==> config.mk <==
export PLATFORM = sky130hd
export DESIGN_NAME = ntc_lut_ctrl
export DESIGN_NICKNAME = d
export VERILOG_FILES = /design/src/hw/rtl/ntc_lut_pkg.sv /design/src/hw/rtl/ntc_lut_ctrl.sv
export SDC_FILE = /design/constraint.sdc
export NUM_CORES = 1
export LEC_CHECK = 0
export BUFFER_PORTS_ARGS = -buffer_cell sky130_fd_sc_hd__buf_2
export CORE_AREA = 4 4 41 43
export DETAILED_ROUTE_END_ITERATION = 10
export DIE_AREA = 0 0 45 47
export PLACE_DENSITY = 0.54
export SYNTH_ARGS = -nofsm -noshare
export SYNTH_HDL_FRONTEND = slang
export SYNTH_SLANG_ARGS = --single-unit
export TNS_END_PERCENT = 50
==> constraint.sdc <==
create_clock -name clk -period 1.5 [get_ports clk]
set_clock_uncertainty 0.1 [all_clocks]
set_input_delay 0.3 -clock clk [delete_from_list [all_inputs] [get_ports clk]]
set_output_delay 0.3 -clock clk [all_outputs]
set_load 0.02 [all_outputs]
==> src/hw/rtl/ntc_lut_pkg.sv <==
`timescale 1ns / 1ps

package ntc_lut_pkg;

  // Table geometry.
  localparam int TABLE_DEPTH = 256;
  localparam int IDX_W       = $clog2(TABLE_DEPTH);
  localparam int CNT_W       = $clog2(TABLE_DEPTH + 1);
  localparam int CMP_W       = (CNT_W > 9) ? CNT_W : 9;

  // Field widths.
  localparam int VOLT_W  = 16;
  localparam int RES_W   = 24;
  localparam int DIV_W   = 25;
  localparam int TOT_W   = 26;
  localparam int DROP_W  = 42;
  localparam int TEMP_W  = 10;
  localparam int BASE_W  = 9;
  localparam int CFG_W   = 24;
  localparam int CFGI_W  = 3;

  // Register indexes of the configuration port.
  typedef enum logic [CFGI_W-1:0] {
    CFG_REF_VOLTAGE      = 3'd0,
    CFG_RES_UPPER        = 3'd1,
    CFG_RES_UPPER_INNER  = 3'd2,
    CFG_RES_LOWER_INNER  = 3'd3,
    CFG_RES_LOWER        = 3'd4,
    CFG_TAP_MODE         = 3'd5,
    CFG_ENTRY_COUNT      = 3'd6,
    CFG_BASE_TEMPERATURE = 3'd7
  } cfg_idx_t;

  // Tap positions.
  typedef enum logic [1:0] {
    TAP_UP   = 2'd0,
    TAP_HIGH = 2'd1,
    TAP_LOW  = 2'd2,
    TAP_DOWN = 2'd3
  } tap_t;

  // Input operations.
  typedef enum logic {
    OP_WRITE   = 1'b0,
    OP_CONVERT = 1'b1
  } op_t;

  // Controller states.
  typedef enum logic [3:0] {
    ST_IDLE,
    ST_DIV1,
    ST_WAIT1,
    ST_MUL,
    ST_SUB,
    ST_DIV2,
    ST_WAIT2,
    ST_WSTART,
    ST_WALK,
    ST_DONE
  } state_t;

  // Commands from the controller to the datapath.
  typedef struct packed {
    logic ram_we;
    logic load;
    logic div1_start;
    logic cap_current;
    logic mul;
    logic sub;
    logic div2_start;
    logic cap_res;
    logic walk_start;
    logic walk;
    logic out_load;
  } dp_cmd_t;

  // Status from the datapath to the controller.
  typedef struct packed {
    logic div_done;
    logic walk_adv;
    logic out_valid;
  } dp_status_t;

endpackage

==> src/hw/rtl/ntc_lut_ctrl.sv <==
`timescale 1ns / 1ps

module ntc_lut_ctrl
  import ntc_lut_pkg::*;
(
  input  logic       clk,
  input  logic       rst,
  input  logic       in_valid,
  input  logic       in_op,
  output logic       in_ready,
  input  dp_status_t status,
  output dp_cmd_t    cmd
);

  state_t state;
  state_t state_next;

  // State register.
  always_ff @(posedge clk) begin
    if (rst) begin
      state <= ST_IDLE;
    end else begin
      state <= state_next;
    end
  end

  // Next state and datapath commands.
  always_comb begin
    state_next = state;
    cmd        = '0;
    in_ready   = 1'b0;
    case (state)
      ST_IDLE: begin
        in_ready = 1'b1;
        if (in_valid) begin
          if (op_t'(in_op) == OP_WRITE) begin
            cmd.ram_we = 1'b1;
          end else begin
            cmd.load   = 1'b1;
            state_next = ST_DIV1;
          end
        end
      end
      ST_DIV1: begin
        cmd.div1_start = 1'b1;
        state_next     = ST_WAIT1;
      end
      ST_WAIT1: begin
        if (status.div_done) begin
          cmd.cap_current = 1'b1;
          state_next      = ST_MUL;
        end
      end
      ST_MUL: begin
        cmd.mul    = 1'b1;
        state_next = ST_SUB;
      end
      ST_SUB: begin
        cmd.sub    = 1'b1;
        state_next = ST_DIV2;
      end
      ST_DIV2: begin
        cmd.div2_start = 1'b1;
        state_next     = ST_WAIT2;
      end
      ST_WAIT2: begin
        if (status.div_done) begin
          cmd.cap_res = 1'b1;
          state_next  = ST_WSTART;
        end
      end
      ST_WSTART: begin
        cmd.walk_start = 1'b1;
        state_next     = ST_WALK;
      end
      ST_WALK: begin
        cmd.walk = 1'b1;
        if (!status.walk_adv) begin
          state_next = ST_DONE;
        end
      end
      ST_DONE: begin
        if (!status.out_valid) begin
          cmd.out_load = 1'b1;
          state_next   = ST_IDLE;
        end
      end
      default: begin
        state_next = ST_IDLE;
      end
    endcase
  end

endmodule

== Word level (Yosys, flattened, before mapping) ==
Cells that the tools add are included.
Storage, ports and cells
  register bits after elaboration: 4
  latch bits: 0
  bits in writable memories: 0
  bits in read-only memories: 0
  input bits: 7
  output and inout port bits: 12
  word-level logic and storage cells: 41
  memories: 0
Cells by class
  $add $sub $neg: 0
  multiply operators: 0
  div/mod/pow operators: 0
  magnitude comparators: 0
  equal/unequal tests: 15
  shifts and indexed selects: 0
  muxes and demuxes: 23
  bitwise operators: 0
  reduce and logical (&&, ||, !) cells: 2
Operators by type and width (count)
  4-bit one-hot mux with 10 select lines: 1
  4-bit two-way mux: 6
  4-bit by 3-bit == test with 1-bit output, second input constant: 4
  1-bit two-way mux: 14
  2-bit != test, second input constant: 6
  4-bit by 2-bit == test with 1-bit output, second input constant: 2
  4-bit == test, second input constant: 2
  6-bit AND reduction: 1
  4-bit by 1-bit == test with 1-bit output, second input constant: 1
  4-bit logical NOT: 1
  2-bit two-way mux: 2

== Depth between registers and ports, before layout ==
Gate-level depths: netlist (run 1).
  word-level depth: 3
  gate-level depth with buffers: 4
  depth with buffers taken out: 3

== Worst setup path before layout (run 1) ==
No wires, ideal clock.
  path type: register to output
  from: register state[3]
  to: output port cmd[10] (netlist name)
  arrival: 1295 ps
  required time: 1100 ps
  slack: -195 ps
  stages on the path, launching flop included: 5
  buffers on the path: 1
  path through: dfxtp_1 -> buf_6 -> nor4_4 -> nand2_1 -> nor2_1
RTL lines
  start: declaration: line ntc_lut_ctrl.sv:15  | state_t state;
  start signal: assignment: line ntc_lut_ctrl.sv:23  | state <= state_next;
  end: declaration: line ntc_lut_ctrl.sv:12  | output dp_cmd_t cmd

==> flow_metrics.tcl, run 1 <==
set metrics [dict create \
    run_status "finished with violations" \
    violations "setup timing" \
    min_path_cells 2 \
    wl_um 1018 \
    slew_headroom 0.8086 \
    gp_congestion 0.7551 \
    path_cells "nor4_4, and3_4, buf_6" \
    synth_seq_cells 4 \
    synth_area_per_cell_um2 8.031 \
    synth_compound_area_frac 0.1268 \
    worstSetupPathType "flip-flop to output pin" \
    htreeDepth 1 \
    yosys.area_share.simple 0.4746 \
    clkTransAtPathRegs_ps 30 \
    syn_area_um2 345.3 \
    muxShareOfSynthArea 0 \
    num_rows 13 \
    cap_violations 0 \
    postPlaceCellArea_um2 478.0 \
    synth_xor_area_frac 0.05072 \
    ys_warn_count 0 \
    cts-root-buf "clkbuf_4" \
    finalCritPeriodShare 1.115 \
    grt_pass1_vias 430 \
    cts_tree "done" \
    critPathArrivalTime_ps 1270 \
    cp-end-kind "output pin" \
    clockBufferDepth 2 \
    whs_endpoint "state[3]" \
    drv_slew 0 \
    ios 19 \
    grt.total_usage 0.1113 \
    powerDensity_nw_per_um2 1204 \
    cts_buffers 3 \
    ff2ff_path_depth 5 \
    drive_above_1_share 0.7027 \
    vias_per_cell 4.685 \
    required_ps 1100 \
    syn_to_final_growth_pct 90.94 \
    hold_class "input pin to flip-flop" \
    synth_top_family_by_area "simple AND/OR/NAND/NOR gates" \
    synth_fa_ha_area_frac 0 \
    reg_top3 "state x4" \
    port_buffers 18 \
    path_delay_family "simple AND/OR/NAND/NOR gates" \
    dieArea_um2 2115 \
    critPathSlowestCell "dfxtp_4" \
    fp.dieW_um 45 \
    rsz0062_at_grt "yes" \
    postLayoutCellArea_um2 659.4 \
    grt_max_degree 10 \
    dp.final_hpwl_um 668.8 \
    fillers 140 \
    reg2reg_to "state[0]" \
    p_total_uw 794.0 \
    largest_reg_flops 4 \
    final_cell_mix "18 x buf_4, 8 x buf_2, 6 x buf_6" \
    crit_path_start_kind "flip-flop" \
    ys_seq_area_frac 0.2319 \
    via_count 417 \
    max-vdd-ir-drop_uv 807.0 \
    dieHeight_um 47 \
    postRouteAntennaNets 0 \
    final_common_cell "buf_4" \
    drtPass1Iterations 4 \
    setup_viol 9 \
    drt_iter0_drc 3 \
    wl_per_cell_um 11.44 \
    fmax_ghz 0.5977 \
    overflow 0 \
    grt_pass1_wl_um 1759 \
    r2r_slack_ps 100 \
    path_buf_inv 1 \
    min_from "rst" \
    worstMarginPinSlew_ps 284.9 \
    top_register "state" \
    min_period_ps 1673 \
    cts_sinks 4 \
    synth_cell_types 22 \
    worstPathMaxFanout 6 \
    max_stage_delay_ps 360 \
    core_area_um2 1301 \
    route.detailed.drc 0 \
    initial_core_util 0.2654 \
    syn-num-nets 50 \
    r2r_start "state[3]" \
    antenna_found_initial 0 \
    clock_latency_ps 230 \
    hold_viol 0 \
    diodes 0 \
    fin_nets 83 \
    leakage_uw 0.0003293 \
    setup_slack_ps -173.1 \
    syn_inst 43 \
]
power by group:
group          switching (uW)  internal (uW)  leakage (uW)
clock network            39.6           89.2     0.0000138
logic                     235            274      0.000281
registers                26.4            130     0.0000347
metal layers:
| layer | up-vias | global-route usage | wire (um) |
|---|---|---|---|
| met5 | - | 0 | 0 |
| met4 | 0 | 0.03509 | 17 |
| met3 | 2 | 0.03448 | 74 |
| met2 | 17 | 0.2034 | 534 |
| met1 | 188 | 0.1224 | 392 |
| li1 | 210 | - | - |
through the flow:
| stage | setup TNS [ps] | hold slack [ps] | utilization | std cells | setup WS, ps |
|---|---|---|---|---|---|
| 2_1_floorplan | -266.4 | 269.1 | - | 43 | -72.86 |
| 3_3_place_gp | -8.103 | 456.6 | 0.3673 | 78 | -4.603 |
| 3_5_place_dp | 0 | 453.9 | 0.3673 | 78 | 0.6061 |
| 4_1_cts | -700.7 | 204.0 | 0.4740 | 87 | -153.1 |
| 5_1_grt | -1708 | 213.7 | 0.5067 | 89 | -269.4 |
| 6_report | -808.9 | 210.1 | 0.5067 | 89 | -173.1 |
how the worst max path moves through the flow:
stage          startpoint  endpoint  depth (start not counted)
6_report         state[3]    cmd[9]                          3
5_1_grt          state[3]    cmd[9]                          3
4_1_cts          state[1]   cmd[10]                          4
3_5_place_dp     state[1]   cmd[10]                          4
3_3_place_gp     state[1]    cmd[9]                          3
2_1_floorplan    state[2]   cmd[10]                          4
synthesized netlist by cell type, drive strengths merged:
cell,n,area (um^2)
buf,4,32.53
dfxtp,4,80.08
nor2b,1,13.76
and3,1,7.510
a2111oi,1,15.01
nand3,1,5.000
a21oi,1,5.000
nor4,2,27.53
xor2,1,8.760
nand2b,4,32.53
inv,2,7.510
xnor2,1,8.760
and2b,1,7.510
a211o,1,8.760
nand2,5,18.77
nor2,3,11.26
o31ai,1,7.510
a21o,1,7.510
nor3,8,40.04
area by class of cell:
class / count / area (um^2) / area share
clock buffer: 3 / 22.52 / 0.03416
inverter: 2 / 7.507 / 0.01139
multi-input combinational: 33 / 280.3 / 0.4250
sequential: 4 / 87.58 / 0.1328
tap: 15 / 18.77 / 0.02846
timing repair buffer: 32 / 242.7 / 0.3681
logic make-up (layout without fill, tap and decap cells):
group / Yosys count / in the layout
flip-flops: 4 / 4
XOR/XNOR: 2 / 2
AO/OA/AOI/OAI: 5 / 5
AND/OR/NAND/NOR: 26 / 26
buffers and inverters: 6 / 37
timing repair:
action / CTS / global route
pin swaps: 4 / 5
hold endpoints to repair: 0 / 0
hold buffers: 0 / 0
setup endpoints to repair: 12 / 12
gates resized for setup: 23 / 6
setup buffers: 6 / 2
No activity file was read; power rests on OpenSTA's default activity.
==> run 2, diff against run 1 <==
- PLACE_DENSITY: 0.54 -> 0.59
==> flow_metrics.tcl, run 2 (synthesis gave the netlist of run 1 again) <==
set metrics [dict create \
    run_status "finished with violations" \
    violations "setup timing" \
    fp.dieW_um 45 \
    ios 19 \
    reg_top3 "state x4" \
    drive_above_1_share 0.6857 \
    clockBufferDepth 2 \
    port_buffers 18 \
    leakage_uw 0.0002993 \
    final_common_cell "buf_4" \
    powerDensity_nw_per_um2 1225 \
    postRouteAntennaNets 0 \
    dp.final_hpwl_um 667.3 \
    tns_ps -721.6 \
    cts-root-buf "clkbuf_4" \
    required_ps 1100 \
    clock_latency_ps 230 \
    diodes 0 \
    dr_wl_met2_um 492 \
    fin_util 0.4769 \
    setup_viol 12 \
    fin_nets 79 \
    dieArea_um2 2115 \
    hold_viol 0 \
    wl_um 987 \
    cts_sinks 4 \
    cap_violations 0 \
    largest_reg_flops 4 \
    r2r_slack_ps 170 \
    finalCritPeriodShare 1.100 \
    fmax_ghz 0.6059 \
    worstPathMaxFanout 4 \
    grt.total_usage 0.1066 \
    top_register "state" \
    grt_pass1_vias 370 \
    clkTransAtPathRegs_ps 40 \
    route.detailed.drc 0 \
    overflow 0 \
    via_count 396 \
    num_rows 13 \
    slew_headroom 0.8152 \
    cts_tree "done" \
    setup_slack_ps -150.3 \
    drtPass1Iterations 3 \
    syn_to_final_growth_pct 79.71 \
    crit_path_start_kind "flip-flop" \
    htreeDepth 1 \
    grt_pass1_wl_um 1593 \
    core_area_um2 1301 \
    drt-met1-wl_um 416 \
    worstSetupPathType "flip-flop to output pin" \
    final_cell_mix "12 x buf_4, 10 x buf_2, 6 x buf_6" \
    critPathArrivalTime_ps 1250 \
    initial_core_util 0.2654 \
    cts_buffers 3 \
    vias_per_cell 4.659 \
    hold_class "input pin to flip-flop" \
    antenna_found_initial 0 \
    route.met3.wl_um 78 \
    wl_per_cell_um 11.61 \
    dieHeight_um 47 \
    cts-hold-fix-buffers 0 \
    min_period_ps 1650 \
    drt_iter0_drc 5 \
    cp-end-kind "output pin" \
    top_layer_used "met3" \
    grt_max_degree 11 \
    drv_slew 0 \
    gp_congestion 0.7509 \
    rsz0062_at_grt "yes" \
    max-vdd-ir-drop_uv 598.1 \
    worstMarginPinSlew_ps 275.1 \
]
run 2: cell types whose count changed in the layout (fill, tap and decap cells not counted):
cell     delta
dfxtp_2     -1
nor3_2      +1
nor3_4      -1
buf_2       +2
buf_4       -6
dfxtp_4     +1
run 2: through the flow:
step           instance area (um^2)  hold slack (ps)  std cells  worst slack, ps  total power (uW)
6_report                      620.6            207.7         85           -150.3             760.0
5_1_grt                       620.6            212.1         85           -239.3             818.8
4_1_cts                       588.1            202.8         84           -166.1             727.6
3_5_place_dp                  478.0            457.5         78            2.545             510.9
3_3_place_gp                  478.0            449.3         78            18.13             507.7
2_1_floorplan                 362.8            269.1         43           -72.86             421.3
run 2: critical path: stages (launching register included):
cell and delay, ps:
dfxtp_2 330, nor4_4 330, nand2_1 140, nor2_4 100, buf_6 120
run 2: area by class of cell:
type | count | area (um^2)
fill | 138 | 680.7
multi-input combinational | 33 | 274.0
timing repair buffer | 28 | 207.7
sequential | 4 | 90.09
clock buffer | 3 | 22.52
tap | 15 | 18.77
inverter | 2 | 7.507
run 2: path summary, 6_finish.rpt:
kind / cells past startpoint / startpoint / endpoint
worst max-delay path: 4 / state[0] / cmd[10]
worst min-delay path: 2 / rst / state[3]
worst max register to register: 5 / state[0] / state[0]
worst min register to register: 2 / state[3] / state[0]
run 2: power breakdown:
| part | switching [uW] | internal (uW) | leakage [uW] |
|---|---|---|---|
| Combinational | 221 | 249 | 0.000251 |
| Clock | 40.2 | 89.2 | 0.0000138 |
| Sequential | 27.4 | 133 | 0.0000350 |
| Total | 289 | 471 | 0.000299 |
run 2: layer usage:
metal	vias to the layer above	GRT usage
li1	205	-
met1	176	0.1114
met2	15	0.1864
met3	0	0.05364
met4	0	0.03509
met5	-	0
run 2: what timing repair did:
item / CTS / global route
endpoints found under the hold margin: 0 / 0
buffers inserted: 3 / 1
cloned: 0 / 0
pin swaps: 5 / 1
setup endpoints to repair: 12 / 12
resized for setup: 21 / 6
==> run 3, diff against run 2 <==
- CELL_PAD_IN_SITES_DETAIL_PLACEMENT: default -> 0
- CELL_PAD_IN_SITES_GLOBAL_PLACEMENT: default -> 2
- CORE_AREA: 4 4 41 43 -> default
- CORE_MARGIN: default -> 4
- CORE_UTILIZATION: default -> 21
- DIE_AREA: 0 0 45 47 -> default
- PLACE_DENSITY: 0.59 -> 0.81
==> flow_metrics.tcl, run 3 (synthesis gave the netlist of run 1 again) <==
set metrics [dict create \
    run_status "finished with violations" \
    violations "setup timing" \
    initial_core_util 0.2266 \
    max-vdd-ir-drop_uv 396.1 \
    htreeDepth 1 \
    wl_um 1059 \
    hold_class "input pin to flip-flop" \
    antenna_found_initial 0 \
    drv_slew 0 \
    clkTransAtPathRegs_ps 40 \
    clock_latency_ps 230 \
    wl_per_cell_um 11.64 \
    leakage_uw 0.0003413 \
    final_common_cell "buf_4" \
    ios 19 \
    grt.total_usage 0.09097 \
    final_cell_mix "15 x buf_4, 11 x buf_6, 7 x buf_2" \
    p_seq_frac 0.200 \
    cts-root-buf "clkbuf_4" \
    diodes 0 \
    dieArea_um2 2357 \
    postRouteAntennaNets 0 \
    p_int_uw 513.5 \
    tns_ps -872.8 \
    overflow 0 \
    power.switching_uw 323.2 \
    hold_viol 0 \
    via_count 416 \
    fillers 153 \
    worstPathMaxFanout 4 \
    postLayoutCellArea_um2 724.4 \
    cts_tree "done" \
    largest_reg_flops 4 \
    pre_cts_ws_ps 1.419 \
    multi_input_area_um2 307.8 \
    dieHeight_um 48.55 \
    top_register "state" \
    finalCritPeriodShare 1.116 \
    fp.dieW_um 48.55 \
    core_area_um2 1524 \
    fmax_ghz 0.5974 \
    setup_slack_ps -173.9 \
    crit_path_start_kind "flip-flop" \
    cts_buffers 3 \
    cp-end-kind "output pin" \
    grt_max_degree 7 \
    combinationalPowerShare 0.637 \
    setup_viol 12 \
    grt_pass1_vias 421 \
    powerDensity_nw_per_um2 1155 \
    worstSetupPathType "flip-flop to output pin" \
    seqCellArea_um2 95.09 \
    drtPass1Iterations 2 \
    grt_pass1_wl_um 1711 \
    postPlaceCellArea_um2 494.2 \
    clockBufferDepth 2 \
    power_frac_clock 0.163 \
    drive_above_1_share 0.7733 \
    holdWs_ps 204.5 \
    required_ps 1100 \
    worstMarginPinSlew_ps 287.9 \
    cts_sinks 4 \
    critPathArrivalTime_ps 1270 \
    fin_nets 84 \
    cap_violations 0 \
    p_sw_frac 0.3863 \
    reg_top3 "state x4" \
    rsz0062_at_grt "yes" \
    num_rows 14 \
    route.detailed.drc 0 \
    port_buffers 18 \
    syn_to_final_growth_pct 109.8 \
    gp_congestion 0.7307 \
    cts-hold-fix-buffers 0 \
    dp.final_hpwl_um 760.2 \
    vias_per_cell 4.571 \
    drt_iter0_drc 2 \
    min_period_ps 1674 \
    slew_headroom 0.8063 \
]
## run 3: cell type report
| type | count | area share |
|---|---|---|
| Multi-Input combinational cell | 33 | 0.4249 |
| Timing Repair Buffer | 33 | 0.3748 |
| Sequential cell | 4 | 0.1313 |
| Clock buffer | 3 | 0.03109 |
| Tap cell | 16 | 0.02763 |
| Inverter | 2 | 0.01036 |
## run 3: power by group through the flow
stage | combinational, uW | sequential (uW) | clock [uW]
global route | 574 | 172 | 156
floorplan | 276 | 145 | 0
finish | 533 | 167 | 137
CTS | 454 | 168 | 138
global placement | 367 | 159 | 0
detailed placement | 370 | 159 | 0
## run 3: critical path, cell delays in order, from the launching register on
cell and delay [ps]:
dfxtp_4 350, nor4_4 340, and3_4 240, buf_6 110
## run 3: routing by layer
metal  wire [um]  vias up  track usage
li1            -      213            -
met1         410      189      0.09945
met2         568       14       0.1457
met3          80        0      0.02761
met4           0        0      0.06726
met5           0        -            0
## run 3: worst paths after layout
| path | from | to | slack (ps) | cells after the start |
|---|---|---|---|---|
| max | state[0] | cmd[9] | -170 | 3 |
| min | rst | state[1] | 200 | 2 |
| max reg2reg | state[1] | state[3] | 110 | 5 |
| min reg2reg | state[3] | state[1] | 470 | 2 |
## run 3: repair_timing
action	in CTS	in global routing
buffers inserted	4	3
endpoints found under the setup margin	12	12
gates resized for setup	31	14
pin swaps	8	5
## run 3: per-stage QoR
stage | utilization | cells | total power [uW]
after floorplan | - | 43 | 421.3
after global placement | 0.3243 | 81 | 525.7
after detailed placement | 0.3243 | 81 | 529.4
after CTS | 0.4236 | 88 | 760.4
after global routing | 0.4754 | 91 | 901.4
final | 0.4754 | 91 | 836.7
